File: src/hdl/urb_pkg.sv
// Shared types and codes for the UART receive ring buffer.
package urb_pkg;

  localparam int unsigned CNT_W     = 7;
  localparam int unsigned SIZE_W    = 9;
  localparam int unsigned CFG_IDX_W = 1;

  typedef enum logic [2:0] {
    OP_RECEIVE = 3'd0,
    OP_LINE_IDLE = 3'd1,
    OP_GET = 3'd2,
    OP_QUERY = 3'd3,
    OP_FLUSH = 3'd4,
    OP_LINE_ERROR = 3'd5
  } op_e;

  typedef enum logic [CFG_IDX_W-1:0] {
    CFG_HEAD_MODE = 1'b0,
    CFG_SIZE_IN_USE = 1'b1
  } cfg_idx_e;

  typedef enum logic [1:0] {
    ST_IDLE,
    ST_EXEC,
    ST_BURST
  } state_e;

  typedef struct packed {
    logic [2:0]       operation;
    logic [7:0]       rx_byte;
    logic [CNT_W-1:0] max_count;
  } in_t;

  typedef struct packed {
    logic [7:0]  data_byte;
    logic        data_valid;
    logic [7:0]  used_length;
    logic [7:0]  high_water;
    logic [15:0] error_count;
    logic        last;
  } out_t;

  // controller -> datapath
  typedef struct packed {
    logic capture;
    logic exec;
    logic rd_issue;
    logic emit;
    logic emit_byte;
    logic emit_last;
  } cmd_t;

  // datapath -> controller
  typedef struct packed {
    logic [2:0] op;
    logic       want_zero;
    logic       used_zero;
    logic       cnt_one;
    logic       rem_one;
  } status_t;

endpackage

File: src/hdl/uart_rx_ring_buffer.sv
// Flow: an accepted word is captured, executed in the execute state, and its result is registered for output.
// A new word is accepted only from the idle state, set by the accept/execute sequencer; a burst
// read does one ring store read per byte, and busy stays high until the last read is issued.
// Results are strobed for one cycle; the receiver cannot stall them.
// Reset: asynchronous, active low; pointers, high-water mark and error count clear,
// head_mode resets to live and size_in_use to 256; the ring store is not cleared.
module uart_rx_ring_buffer #(
  parameter int unsigned DEPTH     = 256,
  parameter int unsigned MAX_BURST = 64
) (
  input  logic                          clk_i,
  input  logic                          rst_ni,
  input  logic                          start,
  output logic                          busy,
  input  urb_pkg::in_t                  in_i,
  input  logic                          cfg_we_i,
  input  logic [urb_pkg::CFG_IDX_W-1:0] cfg_idx_i,
  input  logic [urb_pkg::SIZE_W-1:0]    cfg_data_i,
  output logic                          res_strobe_o,
  output urb_pkg::out_t                 res_o
);
  import urb_pkg::*;

  cmd_t    cmd;
  status_t status;

  urb_ctrl u_ctrl (
    .clk_i    (clk_i),
    .rst_ni   (rst_ni),
    .start    (start),
    .busy     (busy),
    .status_i (status),
    .cmd_o    (cmd)
  );

  urb_datapath #(
    .DEPTH     (DEPTH),
    .MAX_BURST (MAX_BURST)
  ) u_datapath (
    .clk_i        (clk_i),
    .rst_ni       (rst_ni),
    .in_i         (in_i),
    .cfg_we_i     (cfg_we_i),
    .cfg_idx_i    (cfg_idx_i),
    .cfg_data_i   (cfg_data_i),
    .cmd_i        (cmd),
    .status_o     (status),
    .res_strobe_o (res_strobe_o),
    .res_o        (res_o)
  );

endmodule

File: src/hdl/urb_ram.sv
// Generic single-write, single-read RAM with registered read data.
module urb_ram #(
  parameter int unsigned WIDTH = 8,
  parameter int unsigned DEPTH = 256
) (
  input  logic                     clk_i,
  input  logic                     we_i,
  input  logic [$clog2(DEPTH)-1:0] waddr_i,
  input  logic [WIDTH-1:0]         wdata_i,
  input  logic                     re_i,
  input  logic [$clog2(DEPTH)-1:0] raddr_i,
  output logic [WIDTH-1:0]         rdata_o
);

  logic [WIDTH-1:0] mem_q [DEPTH];
  logic [WIDTH-1:0] rdata_q;

  always_ff @(posedge clk_i) begin
    if (we_i) begin
      mem_q[waddr_i] <= wdata_i;
    end
    if (re_i) begin
      rdata_q <= mem_q[raddr_i];
    end
  end

  assign rdata_o = rdata_q;

endmodule

File: src/hdl/urb_ctrl.sv
// Sequencer for the ring buffer: accept, execute, burst read.
module urb_ctrl (
  input  logic             clk_i,
  input  logic             rst_ni,
  input  logic             start,
  output logic             busy,
  input  urb_pkg::status_t status_i,
  output urb_pkg::cmd_t    cmd_o
);
  import urb_pkg::*;

  state_e state_q, state_d;

  always_ff @(posedge clk_i or negedge rst_ni) begin
    if (!rst_ni) begin
      state_q <= ST_IDLE;
    end else begin
      state_q <= state_d;
    end
  end

  always_comb begin
    state_d = state_q;
    cmd_o   = '0;
    unique case (state_q)
      ST_IDLE: begin
        if (start) begin
          cmd_o.capture = 1'b1;
          state_d       = ST_EXEC;
        end
      end
      ST_EXEC: begin
        cmd_o.exec = 1'b1;
        cmd_o.emit = 1'b1;
        state_d    = ST_IDLE;
        if (status_i.op == OP_GET && !status_i.used_zero) begin
          cmd_o.rd_issue  = 1'b1;
          cmd_o.emit_byte = 1'b1;
          if (status_i.want_zero || status_i.cnt_one) begin
            cmd_o.emit_last = 1'b1;
          end else begin
            state_d = ST_BURST;
          end
        end else begin
          cmd_o.emit_last = 1'b1;
        end
      end
      ST_BURST: begin
        cmd_o.rd_issue  = 1'b1;
        cmd_o.emit      = 1'b1;
        cmd_o.emit_byte = 1'b1;
        if (status_i.rem_one) begin
          cmd_o.emit_last = 1'b1;
          state_d         = ST_IDLE;
        end
      end
      default: state_d = ST_IDLE;
    endcase
  end

  assign busy = (state_q != ST_IDLE);

endmodule

File: src/hdl/urb_datapath.sv
// Pointers, counters, configuration registers, ring store and result registers.
module urb_datapath #(
  parameter int unsigned DEPTH     = 256,
  parameter int unsigned MAX_BURST = 64
) (
  input  logic                             clk_i,
  input  logic                             rst_ni,
  input  urb_pkg::in_t                     in_i,
  input  logic                             cfg_we_i,
  input  logic [urb_pkg::CFG_IDX_W-1:0]    cfg_idx_i,
  input  logic [urb_pkg::SIZE_W-1:0]       cfg_data_i,
  input  urb_pkg::cmd_t                    cmd_i,
  output urb_pkg::status_t                 status_o,
  output logic                             res_strobe_o,
  output urb_pkg::out_t                    res_o
);
  import urb_pkg::*;

  localparam int unsigned PTR_W = (DEPTH > 1) ? $clog2(DEPTH) : 1;
  localparam int unsigned CMP_W = ((PTR_W > SIZE_W) ? PTR_W : SIZE_W) + 1;

  // captured word
  logic [2:0]       op_q;
  logic [7:0]       rx_q;
  logic [CNT_W-1:0] want_q;

  logic              head_mode_q;
  logic [SIZE_W-1:0] size_q;
  logic [PTR_W-1:0]  wp_q, vh_q, rp_q;
  logic [7:0]        peak_q;
  logic [15:0]       fault_q;
  logic [CNT_W-1:0]  rem_q;
  logic [7:0]        used_q;
  logic              strobe_q, byte_q, last_q;

  logic [CMP_W-1:0] len, size_x, head_x, rp_x, used, wp_inc, rp_inc;
  logic [PTR_W-1:0] head, wp_next, rp_next;
  logic [7:0]       used_sat;
  logic [CNT_W-1:0] want_c, cnt;
  logic [7:0]       ram_rdata;
  logic             ram_we, peak_upd;

  always_ff @(posedge clk_i) begin
    if (cmd_i.capture) begin
      op_q   <= in_i.operation;
      rx_q   <= in_i.rx_byte;
      want_q <= in_i.max_count;
    end
  end

  // ring length clamped to [2, DEPTH]
  always_comb begin
    size_x = CMP_W'(size_q);
    if (size_x < CMP_W'(2)) begin
      len = CMP_W'(2);
    end else if (size_x > CMP_W'(DEPTH)) begin
      len = CMP_W'(DEPTH);
    end else begin
      len = size_x;
    end
  end

  assign head   = head_mode_q ? wp_q : vh_q;
  assign head_x = CMP_W'(head);
  assign rp_x   = CMP_W'(rp_q);
  assign used   = (head_x >= rp_x) ? (head_x - rp_x) : (head_x + len - rp_x);
  assign used_sat = (used > CMP_W'(255)) ? 8'd255 : used[7:0];

  assign wp_inc  = CMP_W'(wp_q) + CMP_W'(1);
  assign wp_next = (wp_inc >= len) ? '0 : wp_inc[PTR_W-1:0];
  assign rp_inc  = rp_x + CMP_W'(1);
  assign rp_next = (rp_inc >= len) ? '0 : rp_inc[PTR_W-1:0];

  assign want_c = (want_q > CNT_W'(MAX_BURST)) ? CNT_W'(MAX_BURST) : want_q;
  assign cnt    = (used < CMP_W'(want_c)) ? used[CNT_W-1:0] : want_c;

  assign status_o.op        = op_q;
  assign status_o.want_zero = (want_q == '0);
  assign status_o.used_zero = (used == '0);
  assign status_o.cnt_one   = (cnt == CNT_W'(1));
  assign status_o.rem_one   = (rem_q == CNT_W'(1));

  assign ram_we   = cmd_i.exec && (op_q == OP_RECEIVE);
  assign peak_upd = cmd_i.exec && (op_q == OP_QUERY || (op_q == OP_GET && want_q != '0));

  always_ff @(posedge clk_i or negedge rst_ni) begin
    if (!rst_ni) begin
      head_mode_q <= 1'b1;
      size_q      <= SIZE_W'(256);
      wp_q        <= '0;
      vh_q        <= '0;
      rp_q        <= '0;
      peak_q      <= '0;
      fault_q     <= '0;
      rem_q       <= '0;
      strobe_q    <= 1'b0;
      byte_q      <= 1'b0;
      last_q      <= 1'b0;
    end else begin
      strobe_q <= cmd_i.emit;
      byte_q   <= cmd_i.emit_byte;
      last_q   <= cmd_i.emit_last;
      if (cfg_we_i) begin
        unique case (cfg_idx_i)
          CFG_HEAD_MODE: head_mode_q <= cfg_data_i[0];
          CFG_SIZE_IN_USE: begin
            size_q <= cfg_data_i;
            wp_q   <= '0;
            vh_q   <= '0;
            rp_q   <= '0;
          end
          default: ;
        endcase
      end else begin
        if (peak_upd && used_sat > peak_q) begin
          peak_q <= used_sat;
        end
        if (cmd_i.exec) begin
          unique case (op_q)
            OP_RECEIVE: begin
              wp_q <= wp_next;
              if (wp_next == '0 && !head_mode_q) begin
                vh_q <= '0;
              end
            end
            OP_LINE_IDLE: begin
              if (!head_mode_q) begin
                vh_q <= wp_q;
              end
            end
            OP_FLUSH: rp_q <= head;
            OP_LINE_ERROR: begin
              wp_q <= '0;
              vh_q <= '0;
              rp_q <= '0;
              if (fault_q != 16'hFFFF) begin
                fault_q <= fault_q + 16'd1;
              end
            end
            default: ;
          endcase
        end
        if (cmd_i.rd_issue) begin
          rp_q <= rp_next;
        end
        // remaining reads after the first of a burst
        if (cmd_i.exec) begin
          rem_q <= cnt - CNT_W'(1);
        end else if (cmd_i.rd_issue) begin
          rem_q <= rem_q - CNT_W'(1);
        end
      end
    end
  end

  always_ff @(posedge clk_i) begin
    if (cmd_i.exec) begin
      used_q <= used_sat;
    end
  end

  urb_ram #(
    .WIDTH (8),
    .DEPTH (DEPTH)
  ) u_ram (
    .clk_i   (clk_i),
    .we_i    (ram_we),
    .waddr_i (wp_q),
    .wdata_i (rx_q),
    .re_i    (cmd_i.rd_issue),
    .raddr_i (rp_q),
    .rdata_o (ram_rdata)
  );

  assign res_strobe_o       = strobe_q;
  assign res_o.data_byte    = byte_q ? ram_rdata : 8'd0;
  assign res_o.data_valid   = byte_q;
  assign res_o.used_length  = used_q;
  assign res_o.high_water   = peak_q;
  assign res_o.error_count  = fault_q;
  assign res_o.last         = last_q;

endmodule
File: config.mk
export PLATFORM = sky130hd
export DESIGN_NAME = uart_rx_ring_buffer
export DESIGN_NICKNAME = d
export VERILOG_FILES = /design/src/hdl/urb_pkg.sv /design/src/hdl/uart_rx_ring_buffer.sv /design/src/hdl/urb_ram.sv /design/src/hdl/urb_ctrl.sv /design/src/hdl/urb_datapath.sv
export SDC_FILE = /design/constraint.sdc
export NUM_CORES = 2
export LEC_CHECK = 0
export BUFFER_PORTS_ARGS = -buffer_cell sky130_fd_sc_hd__buf_2
export CAP_MARGIN = 15
export CORE_MARGIN = 10
export CORE_UTILIZATION = 60
export DETAILED_ROUTE_END_ITERATION = 8
export PLACE_DENSITY = 0.8
export SKIP_LAST_GASP = 1
export SLEW_MARGIN = 20
export SYNTH_ARGS = -nofsm -noshare
export SYNTH_HDL_FRONTEND = slang
export SYNTH_SLANG_ARGS = --single-unit
export TNS_END_PERCENT = 5
File: constraint.sdc
create_clock -name clk_i -period 8.9 [get_ports clk_i]
set_input_delay 0.445 -clock clk_i [delete_from_list [all_inputs] [get_ports clk_i]]
set_output_delay 0.445 -clock clk_i [all_outputs]
set_load 0.02 [all_outputs]
---- Word-level counts from Yosys, hierarchy flattened ----
Memories as Yosys holds them, arrays and structs flattened. A register that Yosys moved wholly into a read port is not among the register bits.
Cells that the tools add are included.
storage, ports and cells
  bits in registers ....................... 96
  RAM bits ................................ 2048
  bits of input ports ..................... 32
  output and inout bits ................... 44
  logic and storage cells ................. 123
  memories kept ........................... 1
memories
  name                    depth  width  rd ports  clocked after memory_dff  wr ports  RTL line       text
  u_datapath.u_ram.mem_q  256    8      1         1                         1         urb_ram.sv:15  logic [WIDTH-1:0] mem_q [DEPTH];
cells by class
  add/subtract/negate cells ............... 8
  $lt $le $gt $ge ......................... 9
  equality and inequality tests ........... 15
  multiplexer cells ....................... 40
  bitwise logic cells ..................... 2
  reduce and logical (&&, ||, !) cells .... 32
operator list
  cell                   count
  $mux 8                 15
  $pmux 8 s2             2
  $mux 7                 4
  $pmux 8 s3             1
  $ge 10x10->1           2
  $mux 10                2
  $add 8x1->9 const B    2
  $add 16x1->16 const B  1
  $ne 16x16->1 const B   1
  $eq 7x1->1 const B     2
  $sub 7x1->7 const B    2
  $add 8x10->10          1
  $gt 10x8->1 const B    1
  $logic_not 10->1       1
  $lt 10x7->1            1
  $reduce_and 2->1       5
  $sub 10x8->10          1
  $gt 9x9->1 const B     1
  $lt 9x2->1 const B     1
  $mux 1                 9
  $mux 9                 1
  $sub 8x8->9            1
  $ge 8x8->1             1
  $gt 8x8->1             1
  other kinds (27)       47

---- Depth between registers and ports, before layout ----
  word-level depth ........................ 15
  mapped depth ............................ 28
  mapped depth without buffers ............ 27

---- By module ----
A second synthesis with hierarchy kept.
unflattened totals
  cell total of the unflattened synthesis .. 4456
  area, all modules ....................... 86551.8 sq um
by module, submodules not included
  module        instances  cells each  area an instance (sq um)  seq. area each (sq um)
  urb_ram       1          3733        79636.4                   61739.2
  urb_datapath  1          700         6687.7                    2484.9
  urb_ctrl      1          23          227.7                     50.0

---- Worst setup path after synthesis ----
Ideal clock, no wire load.
  kind .................................... reg2reg
  from .................................... register u_datapath.rp_q[6]
  to ...................................... register u_datapath.rem_q[4]
  setup time .............................. 0.135 ns
  data arrival time ....................... 5.501 ns
  required time ........................... 8.765 ns
  setup slack ............................. 3.264 ns
  cell stages (with the launch flop) ...... 25
  path buffers ............................ 5
  period minus slack after synthesis ...... 5.636 ns
  cells stage by stage .................... dfrtp_1 > inv_2 > buf_1 > clkbuf_1 > ha_1 > a21oi_1 > o21ai_0 > a21oi_1 > nor2b_1 > clkbuf_1 > mux2i_1 > inv_1 > ha_1 > a21o_1 > a21oi_1 > nor2b_1 > o21ai_0 > or4b_4 > buf_6 > buf_2 > a31oi_1 > ha_1 > a31oi_1 > a21oi_1 > a31oi_1
on the way
  word-level cells in the longest chain between the ends .. 9
  elaborated cells on any way between the ends .. 15
  classes of those cells .................. 3 x add/sub; 2 x order compare; 5 x mux; 5 x reduce/logical
ends and longest elaborated chain
  element                                              RTL line             text
  start: declaration                                   urb_datapath.sv:29   logic [PTR_W-1:0] wp_q, vh_q, rp_q;
  start signal: assignment                             urb_datapath.sv:144  rp_q <= rp_next;
  $sub 10x8->10 (tied with other cells)                urb_datapath.sv:66   assign used = (head_x >= rp_x) ? (head_x - rp_x) : (head_x + len - rp_x);
  $mux 10 (*)                                          urb_datapath.sv:66
  branches (longest 7 deep; another with $lt 10x7->1)  -
  end signal: assignment                               urb_datapath.sv:148  rem_q <= cnt - CNT_W'(1);
  end signal: assignment                               urb_datapath.sv:150  rem_q <= rem_q - CNT_W'(1);
  end: declaration                                     urb_datapath.sv:32   logic [CNT_W-1:0] rem_q;
Every way passes the cells marked *.
A chain may end at the register's enable or synchronous reset.

---- Worst setup path in the final report ----
  from .................................... register u_datapath.size_q[4]
  to ...................................... register u_datapath.rp_q[4]
on the way
  word-level cells in the longest chain between the ends .. 13
  elaborated cells on any way between the ends .. 19
  classes of those cells .................. 2 x add/sub; 3 x order compare; 8 x mux; 6 x reduce/logical
ends and longest elaborated chain
  element                                                      RTL line             text
  start: declaration                                           urb_datapath.sv:28   logic [SIZE_W-1:0] size_q;
  start signal: assignment                                     urb_datapath.sv:107  size_q <= cfg_data_i;
  $gt 9x9->1                                                   urb_datapath.sv:56   end else if (size_x > CMP_W'(DEPTH)) begin
  $mux 9                                                       urb_datapath.sv:56
  $mux 10 (*)                                                  urb_datapath.sv:54   if (size_x < CMP_W'(2)) begin
  $add 8x10->10                                                urb_datapath.sv:66
  $sub 10x8->10                                                urb_datapath.sv:66
  $mux 10                                                      urb_datapath.sv:66
  $logic_not 10->1                                             urb_datapath.sv:79   assign status_o.used_zero = (used == '0);
  $logic_not 1->1                                              urb_ctrl.sv:36       if (status_i.op == OP_GET && !status_i.used_zero) begin
  $logic_and 1x1->1                                            urb_ctrl.sv:36
  $mux 1                                                       urb_ctrl.sv:36
  $pmux 4 s2                                                   urb_ctrl.sv:25       unique case (state_q)
  $reduce_bool 4->1 (no source line) (tied with other cells)   -
  $reduce_and 3->1 (no source line) or $mux 8 (tied branches)  -
Every way passes the cells marked *; elsewhere a longest branch is shown, timed or not.

==> impl_metrics.py <==
metrics = {
    "status": {
        "outcome": "complete, but fails checks",
        "violations": "design-rule violations",
    },
    "critical_path": {
        "reg2regPathDepth": 19,
        "crit_family": "compound AO/OA/AOI/OAI gates",
        "crit_path_start": "u_datapath.size_q[4]$_DFFE_PN0P_",
        "critical_path.slowest_cell": "o22ai_1",
        "cp_max_fo": 13,
        "crit_arrival_ns": 7.12,
        "endpoint_kind": "register",
        "critPathKind": "register to register",
        "crit_end": "u_datapath.rp_q[4]$_DFFE_PN0P_",
        "path_depth": 19,
        "crit_chain": "nor4_1, nand3_1, o21ai_0, nand2_1, fa_1, inv_1, ha_1, a21o_1, a21o_1, or4_1, a31o_1, nor4_4, o221a_2, nor2_1, o21ai_1, inv_1, o22ai_1, nand2_1, o31ai_1",
        "cp.required_ns": 9.60,
        "reg2reg_slack_ns": 2.48,
        "r2r-start": "u_datapath.size_q[4]$_DFFE_PN0P_",
        "r2r-end": "u_datapath.rp_q[4]$_DFFE_PN0P_",
        "crit_buf_inv": 2,
        "slowest_delay_ns": 0.83,
        "critPathLaunchType": "register",
    },
    "timing": {
        "worst_slew_pin_slew_ns": 1.36,
        "slew_violations": 0,
        "fmax_ghz": 0.156,
        "setup_tns_ns": 0,
        "setup_viol": 0,
        "rsz0062_at_grt": "false",
        "skew_ns": 0.0296,
        "slew_headroom": 0.0954,
        "hold_viol": 0,
        "min_period_ns": 6.42,
        "finalCritPeriodShare": 0.721,
    },
    "logic_synthesis": {
        "yosys.area.top_type": "edfxtp_1",
        "synth_seq_cells": 2152,
        "yosysMostFrequentCell": "edfxtp_1",
        "netlist_instances": 4052,
        "syn_area_per_cell_um2": 21.2,
        "ys.flop_type": "edfxtp_1",
        "synth_area_leaders": "edfxtp_1 (73%), mux4_2 (17%), dfrtp_1 (2.0%), nor2_1 (1.3%), ha_1 (0.92%)",
        "synth_top_area_share": 0.728,
        "synthDistinctLibCells": 79,
        "yosys_warnings": 0,
        "synth_commonest_cells": "edfxtp_1 (2082), mux4_2 (649), nor2_1 (304)",
        "synth.net_count": 4156,
        "yosysSeqAreaShare": 0.748,
        "synth_area_mm2": 0.0859,
        "postSynth.asyncResetShare": 0.0325,
        "synth_edf_count": 2082,
    },
    "final_layout": {
        "drive_above_1_share": 0.253,
        "nets": 4307,
        "area_growth_pct": 10.8,
        "regArea_mm2": 0.0643,
        "multi_input_area_mm2": 0.0206,
        "fin_util": 0.671,
        "fillCellCount": 8217,
    },
    "detailed_routing": {
        "routedWlPerCell_um": 35.5,
        "routed_wl_mm": 222,
        "ant_nets": 0,
        "drt_iter0_drc": 6562,
        "dr.pass1.iters": 8,
        "viasPerCell": 7.01,
        "num_vias": 43849,
        "drc": 1,
    },
    "die": {
        "die_w_um": 398,
        "core.rowCount": 138,
        "die_h_um": 398,
        "start_util": 0.605,
        "coreArea_mm2": 0.142,
        "boundaryPins": 76,
        "dieArea_mm2": 0.159,
    },
    "cts": {
        "ctsResizeCount": 0,
        "cts_max_level": 4,
        "cts_root_buf": "clkbuf_16",
        "cts_sinks": 2152,
        "clk_pin_slew_worst_paths_ns": 0.06,
        "cts_buffers": 201,
        "clk_latency_ns": 0.84,
        "post_cts_buffers": 0,
        "cts_tree": "done",
        "cts.path.max_buffers": 3,
    },
    "run": {
        "max-cap-violations": 0,
    },
    "global_routing": {
        "globalRouteOverflowTotal": 0,
        "grt_max_degree": 193,
        "antenna_found_initial": 5,
        "grt_usage": 0.282,
        "grt_pass1_vias": 44028,
        "grt_pass1_wl_mm": 323,
    },
    "placement": {
        "hpwl_mm": 119,
        "port_buffers": 75,
        "gp_congestion": 0.883,
    },
    "min_path": {
        "hold_class": "primary input to register",
    },
    "power": {
        "irDropWorstVdd_mv": 0.350,
        "pwr_density_cell_mw_per_mm2": 271,
        "p_leak_nw": 29.6,
    },
}
[where the power goes]
part | switching, mW | leakage (nW) | internal [mW]
combinational | 3.16 | 6.78 | 2.16
sequential | 0.153 | 19.6 | 11.7
clock | 3.74 | 3.17 | 4.89
[cell usage in the layout, fill, tap and decap left out, types with 42 or more instances in the layout]
master	netlist	final
edfxtp_1	2082	2082
mux4_2	649	649
nor2_1	304	304
clkbuf_16	0	207
nand2_1	128	116
buf_2	5	74
inv_1	65	65
dfrtp_1	68	64
ha_1	63	63
buf_4	2	49
a21oi_1	48	48
clkinv_1	3	47
clkbuf_1	139	46
o21ai_0	45	45
mux2i_1	42	42
[worst min-delay path by stage]
stage / slack [ns] / cells past startpoint / from / to
global route: 0.11 / 3 / cfg_idx_i / u_datapath.head_mode_q$_DFFE_PN1P_
detailed placement: 0.48 / 1 / u_datapath.fault_q[10]$_DFFE_PN0P_ / u_datapath.fault_q[10]$_DFFE_PN0P_
finish: 0.13 / 3 / cfg_idx_i / u_datapath.head_mode_q$_DFFE_PN1P_
CTS: 0.07 / 3 / cfg_idx_i / u_datapath.head_mode_q$_DFFE_PN1P_
floorplan: 0.15 / 0 / rst_ni / u_ctrl.state_q[0]$_DFFE_PN0P_
global placement: 0.48 / 1 / u_datapath.fault_q[10]$_DFFE_PN0P_ / u_datapath.fault_q[10]$_DFFE_PN0P_
[sequential cells by signal, summed over array words and instances, names as in the netlist]
name	flops
u_datapath.peak_q	8
u_datapath.last_q	1
u_ctrl.state_q	2
u_datapath.fault_q	16
u_datapath.rem_q	7
u_datapath.byte_q	1
u_datapath.rp_q	8
u_datapath.u_ram.mem_q	2048
u_datapath.rx_q	8
u_datapath.vh_q	8
u_datapath.head_mode_q	1
u_datapath.op_q	3
u_datapath.size_q	9
u_datapath.used_q	8
u_datapath.res_strobe_o	1
u_datapath.want_q	7
u_datapath.wp_q	8
u_datapath.u_ram.rdata_o	8
[cell families (layout without fill, tap and decap cells)]
family | Yosys count | after routing | share of synthesized area
flops | 2152 | 2152 | 0.748
mux | 709 | 709 | 0.178
simple gates | 579 | 579 | 0.0296
buf+inv | 284 | 598 | 0.0127
compound gates | 218 | 218 | 0.0167
fa+ha+maj | 72 | 72 | 0.0113
xor+xnor | 38 | 38 | 0.00388
other cells | 0 | 1 | 0
[metal layers]
layer  vias up  track usage  share of wire
met4         8        0.133          0.055
met5         -     0.000303        0.00023
met2      3295        0.444           0.49
met1     22820        0.376           0.35
met3       632       0.0690           0.11
li1      17094            -              -
[layout make-up]
class	count	area share
flip-flops and latches	2152	0.675
multi-input cells	1616	0.216
clock buffers	254	0.0564
well taps	1890	0.0248
repair buffers	162	0.0126
clock inverters	112	0.0120
inverters	70	0.00284
diodes	1	0.0000263
[repair_timing]
action                                  CTS  global route
hold endpoints to repair                 99             0
hold buffers                             30             0
endpoints found under the setup margin    0             0
[worst reg2reg max path: stages (launching register included)]
cell and delay [ns]:
dfrtp_1 0.41, nor4_1 0.36, nand3_1 0.16, o21ai_0 0.20, nand2_1 0.17, fa_1 0.60
inv_1 0.06, ha_1 0.36, a21o_1 0.27, a21o_1 0.21, or4_1 0.47, a31o_1 0.26
nor4_4 0.32, o221a_2 0.27, nor2_1 0.06, o21ai_1 0.51, inv_1 0.48, o22ai_1 0.83
nand2_1 0.15, o31ai_1 0.13
[metrics by stage]
stage	power, mW	setup WS (ns)	cell area, µm²	hold WS (ns)	instances
after floorplan	15.7	3.26	85900	0.149	4052
after global placement	17.1	2.78	88300	0.476	5859
after detailed placement	17.2	2.67	88300	0.478	5859
after CTS	25.8	2.61	95200	0.0747	6255
after global routing	26.5	2.08	95200	0.109	6256
final	25.8	2.48	95200	0.129	6257
No activity file was read; power rests on OpenSTA's default activity.
